[src/rtl/nnis_pkg.sv]
// Shared types and constants of the nearest-neighbour image scaler.
`default_nettype none

package nnis_pkg;

    localparam int DIM_W           = 9;
    localparam int COORD_W         = 8;
    localparam int CHAN_W          = 8;
    localparam int PIX_W           = 3 * CHAN_W;
    localparam int QUO_W           = DIM_W;
    localparam int NUM_W           = COORD_W + DIM_W;
    localparam int ADDR_W          = 2 * DIM_W;
    localparam int CFG_IDX_W       = 2;
    localparam int MAX_DIM_DEF     = 256;
    localparam int STORE_DEPTH_DEF = 65536;
    localparam int DIM_RESET_VAL   = 256;
    localparam int FIFO_DEPTH      = 16;
    localparam int FIFO_CNT_W      = $clog2(FIFO_DEPTH + 1);

    localparam logic MODE_WRITE = 1'b0;
    localparam logic MODE_READ  = 1'b1;

    typedef enum logic [CFG_IDX_W-1:0] {
        REG_SRC_WIDTH  = 2'd0,
        REG_SRC_HEIGHT = 2'd1,
        REG_DST_WIDTH  = 2'd2,
        REG_DST_HEIGHT = 2'd3
    } cfg_reg_e;

    typedef struct packed {
        logic               mode;
        logic [COORD_W-1:0] x;
        logic [COORD_W-1:0] y;
        logic [CHAN_W-1:0]  red;
        logic [CHAN_W-1:0]  green;
        logic [CHAN_W-1:0]  blue;
    } nnis_pix_t;

    typedef struct packed {
        logic [CHAN_W-1:0] red_out;
        logic [CHAN_W-1:0] green_out;
        logic [CHAN_W-1:0] blue_out;
        logic              out_of_range;
    } nnis_res_t;

    // Sideband carried alongside the divider stages
    typedef struct packed {
        logic               mode;
        logic [COORD_W-1:0] x;
        logic [COORD_W-1:0] y;
        logic [PIX_W-1:0]   rgb;
        logic               oor;
        logic               wok;
    } nnis_tag_t;

endpackage

`default_nettype wire

[src/rtl/nnis_out_fifo.sv]
// Result queue that parts the pipeline from the result channel.
`default_nettype none

module nnis_out_fifo (
    input  wire logic                clk,
    input  wire logic                rst_n,
    input  wire logic                push,
    input  wire nnis_pkg::nnis_res_t push_data,
    input  wire logic                pop,
    output logic                     valid,
    output nnis_pkg::nnis_res_t      data
);
    import nnis_pkg::*;

    localparam int PTR_W = $clog2(FIFO_DEPTH);

    nnis_res_t             buf_reg [FIFO_DEPTH];
    logic [PTR_W-1:0]      wptr_reg, wptr_next;
    logic [PTR_W-1:0]      rptr_reg, rptr_next;
    logic [FIFO_CNT_W-1:0] cnt_reg, cnt_next;

    always_comb
    begin
        wptr_next = push ? wptr_reg + PTR_W'(1) : wptr_reg;
        rptr_next = pop ? rptr_reg + PTR_W'(1) : rptr_reg;
        cnt_next  = cnt_reg + FIFO_CNT_W'(push) - FIFO_CNT_W'(pop);
    end

    always_ff @(posedge clk or negedge rst_n)
    begin
        if (!rst_n)
        begin
            wptr_reg <= '0;
            rptr_reg <= '0;
            cnt_reg  <= '0;
        end
        else
        begin
            wptr_reg <= wptr_next;
            rptr_reg <= rptr_next;
            cnt_reg  <= cnt_next;
        end
    end

    always_ff @(posedge clk)
    begin
        if (push)
        begin
            buf_reg[wptr_reg] <= push_data;
        end
    end

    assign valid = (cnt_reg != '0);
    assign data  = buf_reg[rptr_reg];

endmodule

`default_nettype wire

[config.mk]
export PLATFORM = sky130hd
export DESIGN_NAME = nnis_out_fifo
export DESIGN_NICKNAME = d
export VERILOG_FILES = /design/src/rtl/nnis_pkg.sv /design/src/rtl/nnis_out_fifo.sv
export SDC_FILE = /design/constraint.sdc
export NUM_CORES = 1
export LEC_CHECK = 0
export BUFFER_PORTS_ARGS = -buffer_cell sky130_fd_sc_hd__buf_2
export CORE_MARGIN = 2
export CORE_UTILIZATION = 50
export CTS_BUF_LIST = sky130_fd_sc_hd__clkbuf_4 sky130_fd_sc_hd__clkbuf_8 sky130_fd_sc_hd__clkbuf_16
export CTS_CLUSTER_DIAMETER = 200
export DETAILED_ROUTE_END_ITERATION = 8
export PLACE_DENSITY = 0.8
export SLEW_MARGIN = 20
export SYNTH_ARGS = -nofsm -noshare
export SYNTH_HDL_FRONTEND = slang
export SYNTH_SLANG_ARGS = --single-unit
[constraint.sdc]
create_clock -name clk -period 2.8 [get_ports clk]
set_input_delay 0.42 -clock clk [delete_from_list [all_inputs] [get_ports clk]]
set_output_delay 0.42 -clock clk [all_outputs]
set_load 0.005 [all_outputs]
==> results.sh <==
export IMPL_power_density_nw_per_um2=1050
export IMPL_synth_flop_cell="sky130_fd_sc_hd__edfxtp_1"
export IMPL_fin_crit_sh_pct=100
export IMPL_finalCriticalPeriod_ns=2.81
export IMPL_asyncSetResetFlopFracSynth_pct=3.15
export IMPL_endpoint_kind="output pin"
export IMPL_drt_wl_total_um=35900
export IMPL_final_hold_violation_count=0
export IMPL_fin_nets=857
export IMPL_design_power_total_mw=19.9
export IMPL_worst_r2r_path_depth=3
export IMPL_syn_instance_count=693
export IMPL_die_h_um=184
export IMPL_layout_cells_most_common_list="sky130_fd_sc_hd__edfxtp_1 (400), sky130_fd_sc_hd__mux4_2 (67), sky130_fd_sc_hd__buf_2 (54), sky130_fd_sc_hd__clkbuf_16 (46), sky130_fd_sc_hd__buf_4 (36)"
export IMPL_post_route_cells_drive_above_1_share_pct=35.9
export IMPL_regToRegSetupSlack_ns=0.64
export IMPL_cap_violations=0
export IMPL_die_x_um=184
export IMPL_area_delta_synth_final_pct=17.5
export IMPL_criticalPathCategory="flop to output pin"
export IMPL_critical_path_startpoint="rptr_reg[0]"
export IMPL_fp_dieArea_um2=33700
export IMPL_placed_cell_areas_um2=17000
export IMPL_drtIter0Drc=882
export IMPL_max_freq_mhz=356
export IMPL_average_vias_per_placed_instance=6.15
export IMPL_holdWs_ns=0.186
export IMPL_ys_ff_latch=413
export IMPL_crit_path_start_kind="flop"
export IMPL_stdcell_area_um2=18900
export IMPL_initial_utilization_pct=50.9
export IMPL_finalCoreUtilization_pct=59.9
export IMPL_total_negative_setup_slacks_ns=-0.00709
export IMPL_number_of_warnings_reported_in_the_yosys_synthesis_log=0
export IMPL_synth_edff_count=400
export IMPL_clock_tree_from_tritoncts="done"
export IMPL_holdCritStartpoint="pop"
export IMPL_drt_pass1_iter_count=7
export IMPL_finalWorstSetupSlack_ns=-0.00709
export IMPL_place_detailed_hpwl_um=17500
export IMPL_worst_endpoint_arrival_ns=2.39
export IMPL_largest_reg_flops=400
export IMPL_drc=0
export IMPL_worstReg2RegStart="wptr_reg[2]"
export IMPL_routed_via_count=7694
export IMPL_violations="setup timing"
export IMPL_globalRouteOverflowTotal=0
export IMPL_timing_hold_worst_class="input pin to flop"
export IMPL_placement_rows=65
export IMPL_clock_input_transition_at_the_sequential_cells_of_the_worst_setup_and_hold_paths_ns=0.06
export IMPL_placement_setup_worst_slack_ns=0.335
export IMPL_leading_cell_type_in_the_layout_fill_and_taps_excluded="sky130_fd_sc_hd__edfxtp_1"
export IMPL_first_pass_grt_wire_length_um=49900
export IMPL_placedCellCount=1150
export IMPL_global_route_usage_total_pct=20.5
export IMPL_min_path_cells=2
export IMPL_postSynthNetCount=734
export IMPL_syn_cell_area_um2=16100
export IMPL_clock_tree_htree_level_count=2
export IMPL_average_size_of_a_mapped_cell_um2=23.3
export IMPL_timing_worst_slew_pin_value_ns=0.545
export IMPL_worstSkewPairLatency_ns=0.54
export IMPL_leakage_nw=6.36
export IMPL_design_portCount=55
export IMPL_synth_seq_area_share_pct=76.6
export IMPL_synth_cell_types=33
export IMPL_ant_nets=0
export IMPL_place_congestion=0.707
export IMPL_final_max_slew_violation_count=0
export IMPL_slew_limit_headroom_pct=63.5
export IMPL_critPathRequiredTime_ns=2.38
export IMPL_number_of_antenna_violations_at_the_first_check_in_global_routing=1
export IMPL_core_area_um2=31600
export IMPL_peakVddDrop_uv=626
export IMPL_layout_cells_non_filler=1252
export IMPL_grt_max_degree=28
export IMPL_grt_pass1_vias=7915
export IMPL_drt_wirelength_per_cell_um=28.7
export IMPL_clockRootBuffer="sky130_fd_sc_hd__clkbuf_16"
export IMPL_run_status="finished with violations"
export IMPL_number_of_cts_inserted_buffers=41
export IMPL_port_buffer_count=54
export IMPL_crit_fanout=5
export IMPL_clock_skew_final_ns=0.0211
export IMPL_cts_sinks=413
export IMPL_cts_root_to_sink_buffers=3
export IMPL_number_of_endpoints_failing_setup_at_the_final_stage=1
export IMPL_unrepaired_setup_endpoints_after_global_routing="yes"
-- routing by layer --
layer,wire [um],global-route usage (%),share of wire (%)
met5,0,0,0
met4,607,5.89,1.7
met3,2970,3.59,8.3
met2,18500,34.2,51
met1,13800,28.1,39
-- final cells by class --
type	instances	area (um^2)
clock buffers	55	1140
flip-flops and latches	413	12300
multi-input cells	236	3560
diodes	1	2.50
inverters	8	30.0
repair buffers	116	1050
clock inverters	21	295
well taps	402	503
fillers	2105	12700
-- worst max-delay path, cell delays in order (launching register included) --
cell	delay, ns
sky130_fd_sc_hd__dfrtp_4	0.51
sky130_fd_sc_hd__buf_12	0.15
sky130_fd_sc_hd__buf_16	0.14
sky130_fd_sc_hd__buf_12	0.14
sky130_fd_sc_hd__mux4_2	0.45
sky130_fd_sc_hd__a22oi_2	0.25
sky130_fd_sc_hd__nand2_1	0.08
sky130_fd_sc_hd__buf_2	0.13
-- what timing repair did --
item / CTS / global route
setup endpoints to repair: 25 / 23
pin swaps: 1 / 23
resized for setup: 10 / 50
endpoints found under the hold margin: 13 / 0
gates cloned: 1 / 6
hold buffers: 1 / 0
setup buffers: 3 / 15
-- cell families (layout without fill, tap and decap cells) --
family | after synthesis | count (layout) | share of synthesized area [%]
other | 0 | 1 | 0
DFF | 413 | 413 | 76.6
AOI/OAI and AO/OA | 55 | 55 | 2.52
adders and majority gates | 12 | 12 | 0.978
muxes | 101 | 101 | 15.2
xor gates and xnor gates | 10 | 10 | 0.544
buffers and inverters | 44 | 200 | 2.73
and+or+nand+nor | 58 | 58 | 1.50
-- power by group --
part / internal [mW] / switching (mW) / leakage (nW)
Clock: 3.54 / 2.24 / 0.722
Sequential: 7.49 / 0.337 / 3.76
Combinational: 3.07 / 3.26 / 1.87
Total: 14.1 / 5.83 / 6.36
-- synth_stat cells, types with 2 or more instances --
master / instances / share of area [%]
sky130_fd_sc_hd__a21oi_1: 2 / 0.062
sky130_fd_sc_hd__a22oi_1: 50 / 2.3
sky130_fd_sc_hd__buf_12: 8 / 0.99
sky130_fd_sc_hd__buf_2: 7 / 0.22
sky130_fd_sc_hd__buf_4: 2 / 0.093
sky130_fd_sc_hd__bufbuf_8: 6 / 0.70
sky130_fd_sc_hd__clkbuf_1: 7 / 0.16
sky130_fd_sc_hd__clkbuf_8: 2 / 0.17
sky130_fd_sc_hd__dfrtp_1: 13 / 2.0
sky130_fd_sc_hd__edfxtp_1: 400 / 75
sky130_fd_sc_hd__ha_1: 11 / 0.85
sky130_fd_sc_hd__inv_1: 8 / 0.19
sky130_fd_sc_hd__mux4_1: 48 / 7.8
sky130_fd_sc_hd__mux4_2: 52 / 7.3
sky130_fd_sc_hd__nand2_1: 32 / 0.75
sky130_fd_sc_hd__nand2b_1: 2 / 0.078
sky130_fd_sc_hd__nand4_1: 2 / 0.078
sky130_fd_sc_hd__nor2_1: 14 / 0.33
sky130_fd_sc_hd__nor2b_1: 2 / 0.078
sky130_fd_sc_hd__nor3_1: 4 / 0.12
sky130_fd_sc_hd__xnor2_1: 5 / 0.27
sky130_fd_sc_hd__xor2_1: 5 / 0.27
-- path summary, 6_finish.rpt --
kind                                  end
max in group asynchronous     rptr_reg[1]
min in group asynchronous     rptr_reg[0]
min                           rptr_reg[0]
min reg2reg                   wptr_reg[0]
max reg2reg                buf_reg[7][12]
max                              data[11]
(Power assumes the default switching activity.)
