--- config.mk ---
export PLATFORM = sky130hd
export DESIGN_NAME = nnis_div_pipe
export DESIGN_NICKNAME = d
export VERILOG_FILES = /design/src/rtl/nnis_pkg.sv /design/src/rtl/nnis_div_pipe.sv
export SDC_FILE = /design/constraint.sdc
export NUM_CORES = 1
export LEC_CHECK = 0
export ABC_CLOCK_PERIOD_IN_PS = 4200
export BUFFER_PORTS_ARGS = -buffer_cell sky130_fd_sc_hd__clkbuf_2
export CAP_MARGIN = 20
export CELL_PAD_IN_SITES_DETAIL_PLACEMENT = 1
export CELL_PAD_IN_SITES_GLOBAL_PLACEMENT = 1
export CORE_ASPECT_RATIO = 0.5
export CORE_MARGIN = 2
export CORE_UTILIZATION = 35
export DETAILED_ROUTE_END_ITERATION = 8
export GPL_ROUTABILITY_DRIVEN = 0
export PLACE_DENSITY_LB_ADDON = 0.1
export SKIP_LAST_GASP = 1
export SLEW_MARGIN = 0
export SYNTH_ARGS = -nofsm -noshare
export SYNTH_HDL_FRONTEND = slang
export SYNTH_SLANG_ARGS = --single-unit
--- constraint.sdc ---
create_clock -name clk -period 4.2 [get_ports clk]
set_input_delay 0.42 -clock clk [delete_from_list [all_inputs] [get_ports clk]]
set_output_delay 0.42 -clock clk [all_outputs]
set_load 0.05 [all_outputs]
--- src/rtl/nnis_pkg.sv ---
// Shared types and constants of the nearest-neighbour image scaler.
`default_nettype none

package nnis_pkg;

    localparam int DIM_W           = 9;
    localparam int COORD_W         = 8;
    localparam int CHAN_W          = 8;
    localparam int PIX_W           = 3 * CHAN_W;
    localparam int QUO_W           = DIM_W;
    localparam int NUM_W           = COORD_W + DIM_W;
    localparam int ADDR_W          = 2 * DIM_W;
    localparam int CFG_IDX_W       = 2;
    localparam int MAX_DIM_DEF     = 256;
    localparam int STORE_DEPTH_DEF = 65536;
    localparam int DIM_RESET_VAL   = 256;
    localparam int FIFO_DEPTH      = 16;
    localparam int FIFO_CNT_W      = $clog2(FIFO_DEPTH + 1);

    localparam logic MODE_WRITE = 1'b0;
    localparam logic MODE_READ  = 1'b1;

    typedef enum logic [CFG_IDX_W-1:0] {
        REG_SRC_WIDTH  = 2'd0,
        REG_SRC_HEIGHT = 2'd1,
        REG_DST_WIDTH  = 2'd2,
        REG_DST_HEIGHT = 2'd3
    } cfg_reg_e;

    typedef struct packed {
        logic               mode;
        logic [COORD_W-1:0] x;
        logic [COORD_W-1:0] y;
        logic [CHAN_W-1:0]  red;
        logic [CHAN_W-1:0]  green;
        logic [CHAN_W-1:0]  blue;
    } nnis_pix_t;

    typedef struct packed {
        logic [CHAN_W-1:0] red_out;
        logic [CHAN_W-1:0] green_out;
        logic [CHAN_W-1:0] blue_out;
        logic              out_of_range;
    } nnis_res_t;

    // Sideband carried alongside the divider stages
    typedef struct packed {
        logic               mode;
        logic [COORD_W-1:0] x;
        logic [COORD_W-1:0] y;
        logic [PIX_W-1:0]   rgb;
        logic               oor;
        logic               wok;
    } nnis_tag_t;

endpackage

`default_nettype wire

--- src/rtl/nnis_div_pipe.sv ---
// Pipelined restoring divider, one quotient bit per stage.
`default_nettype none

module nnis_div_pipe (
    input  wire logic                       clk,
    input  wire logic [nnis_pkg::NUM_W-1:0] num,
    input  wire logic [nnis_pkg::DIM_W-1:0] den,
    output logic      [nnis_pkg::QUO_W-1:0] quo
);
    import nnis_pkg::*;

    localparam int REM_W = NUM_W + 1;

    logic [REM_W-1:0] rem_reg [QUO_W];
    logic [QUO_W-1:0] quo_reg [QUO_W];

    for (genvar s = 0; s < QUO_W; s++)
    begin : g_stage
        localparam int B = QUO_W - 1 - s;
        logic [REM_W-1:0] rem_in;
        logic [QUO_W-1:0] quo_in;
        logic [REM_W-1:0] dsh;
        logic [REM_W-1:0] rem_next;
        logic [QUO_W-1:0] quo_next;

        if (s == 0)
        begin : g_first
            assign rem_in = REM_W'(num);
            assign quo_in = '0;
        end
        else
        begin : g_rest
            assign rem_in = rem_reg[s-1];
            assign quo_in = quo_reg[s-1];
        end

        assign dsh = REM_W'(den) << B;

        always_comb
        begin
            rem_next = rem_in;
            quo_next = quo_in;
            if (rem_in >= dsh)
            begin
                rem_next = rem_in - dsh;
                quo_next = quo_in | (QUO_W'(1) << B);
            end
        end

        always_ff @(posedge clk)
        begin
            rem_reg[s] <= rem_next;
            quo_reg[s] <= quo_next;
        end
    end

    assign quo = quo_reg[QUO_W-1];

endmodule

`default_nettype wire

==> metrics list <==
- Count of buffers inserted at the top-level ports: 35
- Along the worst path, the maximum fanout reaches 17.
- Across all hold checks on the routed design, the worst slack comes to 0.0687 ns.
* Number of maximum-capacitance violations: 0
- Minimum setup slack in the final design: 1.05 ns
- The share of the Yosys chip area taken by registers is 0.434.
- Detailed-route via count: 6,509
* Signal arrival time at the worst endpoint: 3.50 ns
* Cell area after layout: 0.00998 sq mm
* Post-detailed-placement cell area: 0.00933 sq mm
- Pwr Total: 7.47 mW
- Root buffer cell: sky130_fd_sc_hd__clkbuf_16
- Area growth from synthesis to final layout: 14.6%
* Largest net degree at the start of global routing: 22
* Compound-gate portion of the synthesized area: 0.144
* Synth warnings: 0
- Slack of the worst reg-to-reg path: 1.05 ns
- STA classifies the critical path endpoint as a flop.
* Post-cts gate resize count: 0
- Total negative setup slack: 0 ns
- On the final layout, the worst clock skew is 0.0109 ns.
* Pwr Density: 749 mW/mm^2
* Max-slew headroom at the worst pin: 0.373
- Final Cycle Share: 0.751
- Remaining antenna violation count: 0
- Combinational family with the most area after synthesis: simple AND/OR/NAND/NOR gates
- Die outline width: 227 um
- Setup slack at placement: 0.752 ns
- Once layout is complete, the utilization of the core stands at 0.412.
* Total iterations of the first detailed-routing run: 4
* Min Tclk post-route: 3.15 ns
* Vert. Die Dim: 116 um
- Max-slew violation count: 0
* Maximum level of the CTS H-tree: 4
- After the first detailed-routing iteration, the DRC count stood at 207.
* Wire per inst: 16.4 um
* Total global routing overflow: 0
- Synth Area in XOR/XNOR: 0.0744
- The startpoint identified for the worst hold timing path is num[2].
* Data required time at the worst endpoint: 4.54 ns
- GRT Overall Usage: 0.175
- The mapped netlist covers 0.00871 sq mm.
* Ys async rst share: 0
- The routed design has 21.3 mm of wire.
- Count of antenna diodes in the layout: 0
* Vias in the first global route: 6,858
* Multiplexer area fraction after synthesis: 0.0306
- Along the worst hold path, the cell count comes to 1.
- The share of synthesized area in the top cell type comes to 0.434.
- Number of clock sinks seen by CTS: 189
- Final Hold Violating Endpoints: 0
- Dominant cells by area after synthesis: sky130_fd_sc_hd__dfxtp_1 43%, sky130_fd_sc_hd__ha_1 12%, sky130_fd_sc_hd__a21oi_1 4.8%
- IR analysis of the VDD net gives a maximum drop of 0.217 mV.
* Sort of element at the start of the critical path: flop
- For the pin with the worst max-slew slack, the measured transition is 0.931 ns.
* Library cells used by synthesis: 59
* Mapped Avg Cell Area: 9.68 sq um
* Flip-flop and latch count after synthesis: 189
- Total nets after synthesis: 1,016
* Fraction of final layout cells with drive strength greater than 1: 0.119
* Ports placed on the boundary: 36
- The die covers 0.0262 sq mm.
- The first global-routing pass estimated 34.9 mm of wire.
- Initial antenna violation count: 0
- Largest register FFs: 144
* Area share of and/or/nand/nor cells after synthesis: 0.159
* Routed wl met3: 516 um
- The layout has 2,803 filler cells.
- Via density per instance: 5.00
- Area inside the core boundary: 0.0242 sq mm
* Dpl cells: 1,270
- The final layout contains 1,069 nets.
- Cts hold-fix bufs: 0
- Leakage: 4.23 nW
* CTS Buffer Depth: 2
- Setup violations remaining at the end of the flow were counted as 0.
* Worst Hold End: rem_reg[0][2]
- In this run the worst hold path is classified as primary input to flop.
- Top FF cell, synth: sky130_fd_sc_hd__dfxtp_1
- For the worst-skew pair, the clock arrives at the later sink with an insertion delay of 0.46 ns.
- The critical path is of the flop to flop type.
* Largest area contributor in the synthesized netlist: sky130_fd_sc_hd__dfxtp_1
- Clock-pin slew was measured on the worst setup and hold paths at 0.08 ns.
- Unrepaired setup endpoints after global routing: false
- The startpoint identified for the worst register-to-register timing path is rem_reg[0][92].
* Number of standard cells in the layout, taps in and fillers out: 1,302
- Adder-cell share of the synthesized area: 0.135
* Site row count: 40
* Most frequent cell after synthesis: sky130_fd_sc_hd__dfxtp_1
- TritonCTS clock tree: yes
- The synthesized design contains 0 enable-type register cells.
- Top routing layer in use: met4
- Worst reg-to-reg path cell count: 10
- Synthesis handed over a netlist of 900 instances.
- Total length of routed met2 wires: 10.0 mm
- Timing would allow up to 317 MHz.
* Initial cell density of the core: 0.360
- DPL Wire Length: 16.9 mm
* Leading cell types by count after synthesis: 189 x sky130_fd_sc_hd__dfxtp_1, 84 x sky130_fd_sc_hd__a21oi_1, 83 x sky130_fd_sc_hd__nor2_1, 81 x sky130_fd_sc_hd__ha_1, 46 x sky130_fd_sc_hd__nand2_1
- The number of clock buffers added by TritonCTS is 17.
- Result of the run: completed
* Capture instance of the worst register-to-register path: rem_reg[0][121]
* Number of buffers inserted by post-CTS setup repair: 0
- Total DRC errors in the routed layout: 0
- In the final routing, the length of wire on met1 measures 10.4 mm.
## layer usage
metal  global-route usage  vias up
li1                     -     3329
met1                0.213     3091
met2                0.304       64
met3               0.0428       25
met4               0.0614        0
met5                    0        -
## where the power goes
group	total, mW	internal [mW]	switching (mW)	leakage [nW]
Clock	1.69	0.874	0.818	0.310
Sequential	2.78	2.42	0.368	1.59
Combinational	3.00	1.39	1.61	2.33
Total	7.47	4.68	2.80	4.23
## cell usage in the layout, fill, tap and decap left out, types with 19 or more instances in the layout
cell / count
sky130_fd_sc_hd__clkbuf_2: 35
sky130_fd_sc_hd__dfxtp_1: 189
sky130_fd_sc_hd__inv_1: 35
sky130_fd_sc_hd__xor2_1: 30
sky130_fd_sc_hd__nor3_1: 21
sky130_fd_sc_hd__nand2b_1: 19
sky130_fd_sc_hd__a21oi_1: 84
sky130_fd_sc_hd__nand2_1: 46
sky130_fd_sc_hd__ha_1: 81
sky130_fd_sc_hd__xnor2_1: 44
sky130_fd_sc_hd__nor2_1: 83
sky130_fd_sc_hd__mux2_2: 21
sky130_fd_sc_hd__o21ai_0: 45
## layout make-up
type / instances / area (sq um) / area share
well taps: 336 / 420 / 0.0421
inverters: 37 / 139 / 0.0139
clock buffers: 17 / 425 / 0.0426
clock inverters: 15 / 220 / 0.0221
repair buffers: 46 / 258 / 0.0258
multi-input cells: 662 / 4730 / 0.474
flip-flops and latches: 189 / 3780 / 0.379
## cells by family (layout without fill, tap and decap cells)
family,count (synthesis),in the layout
DFF,189,189
adders and majority gates,89,89
xor gates and xnor gates,74,74
buffers and inverters,49,115
and+or+nand+nor,269,269
muxes,24,24
AOI/OAI and AO/OA,206,206
## worst max-delay path by stage
stage	start	end	slack, ns	cells past startpoint
6_report	rem_reg[0][92]	rem_reg[0][121]	1.05	10
5_1_grt	rem_reg[0][92]	rem_reg[0][123]	0.79	11
4_1_cts	rem_reg[0][92]	rem_reg[0][125]	1.05	11
3_5_place_dp	den[2]	rem_reg[0][121]	0.75	9
3_3_place_gp	den[4]	rem_reg[0][121]	0.87	9
2_1_floorplan	den[1]	rem_reg[0][115]	1.56	11
## worst max-delay path: stages, from the launching register on
cell	delay, ns
sky130_fd_sc_hd__dfxtp_1	0.33
sky130_fd_sc_hd__inv_1	0.05
sky130_fd_sc_hd__ha_1	0.15
sky130_fd_sc_hd__inv_1	0.06
sky130_fd_sc_hd__fa_1	0.41
sky130_fd_sc_hd__nand3_1	0.12
sky130_fd_sc_hd__a21oi_1	0.12
sky130_fd_sc_hd__o31ai_1	0.53
sky130_fd_sc_hd__and3_1	0.41
sky130_fd_sc_hd__clkinv_1	0.46
sky130_fd_sc_hd__a31o_2	0.39
Power figures use the tool's default switching activity.
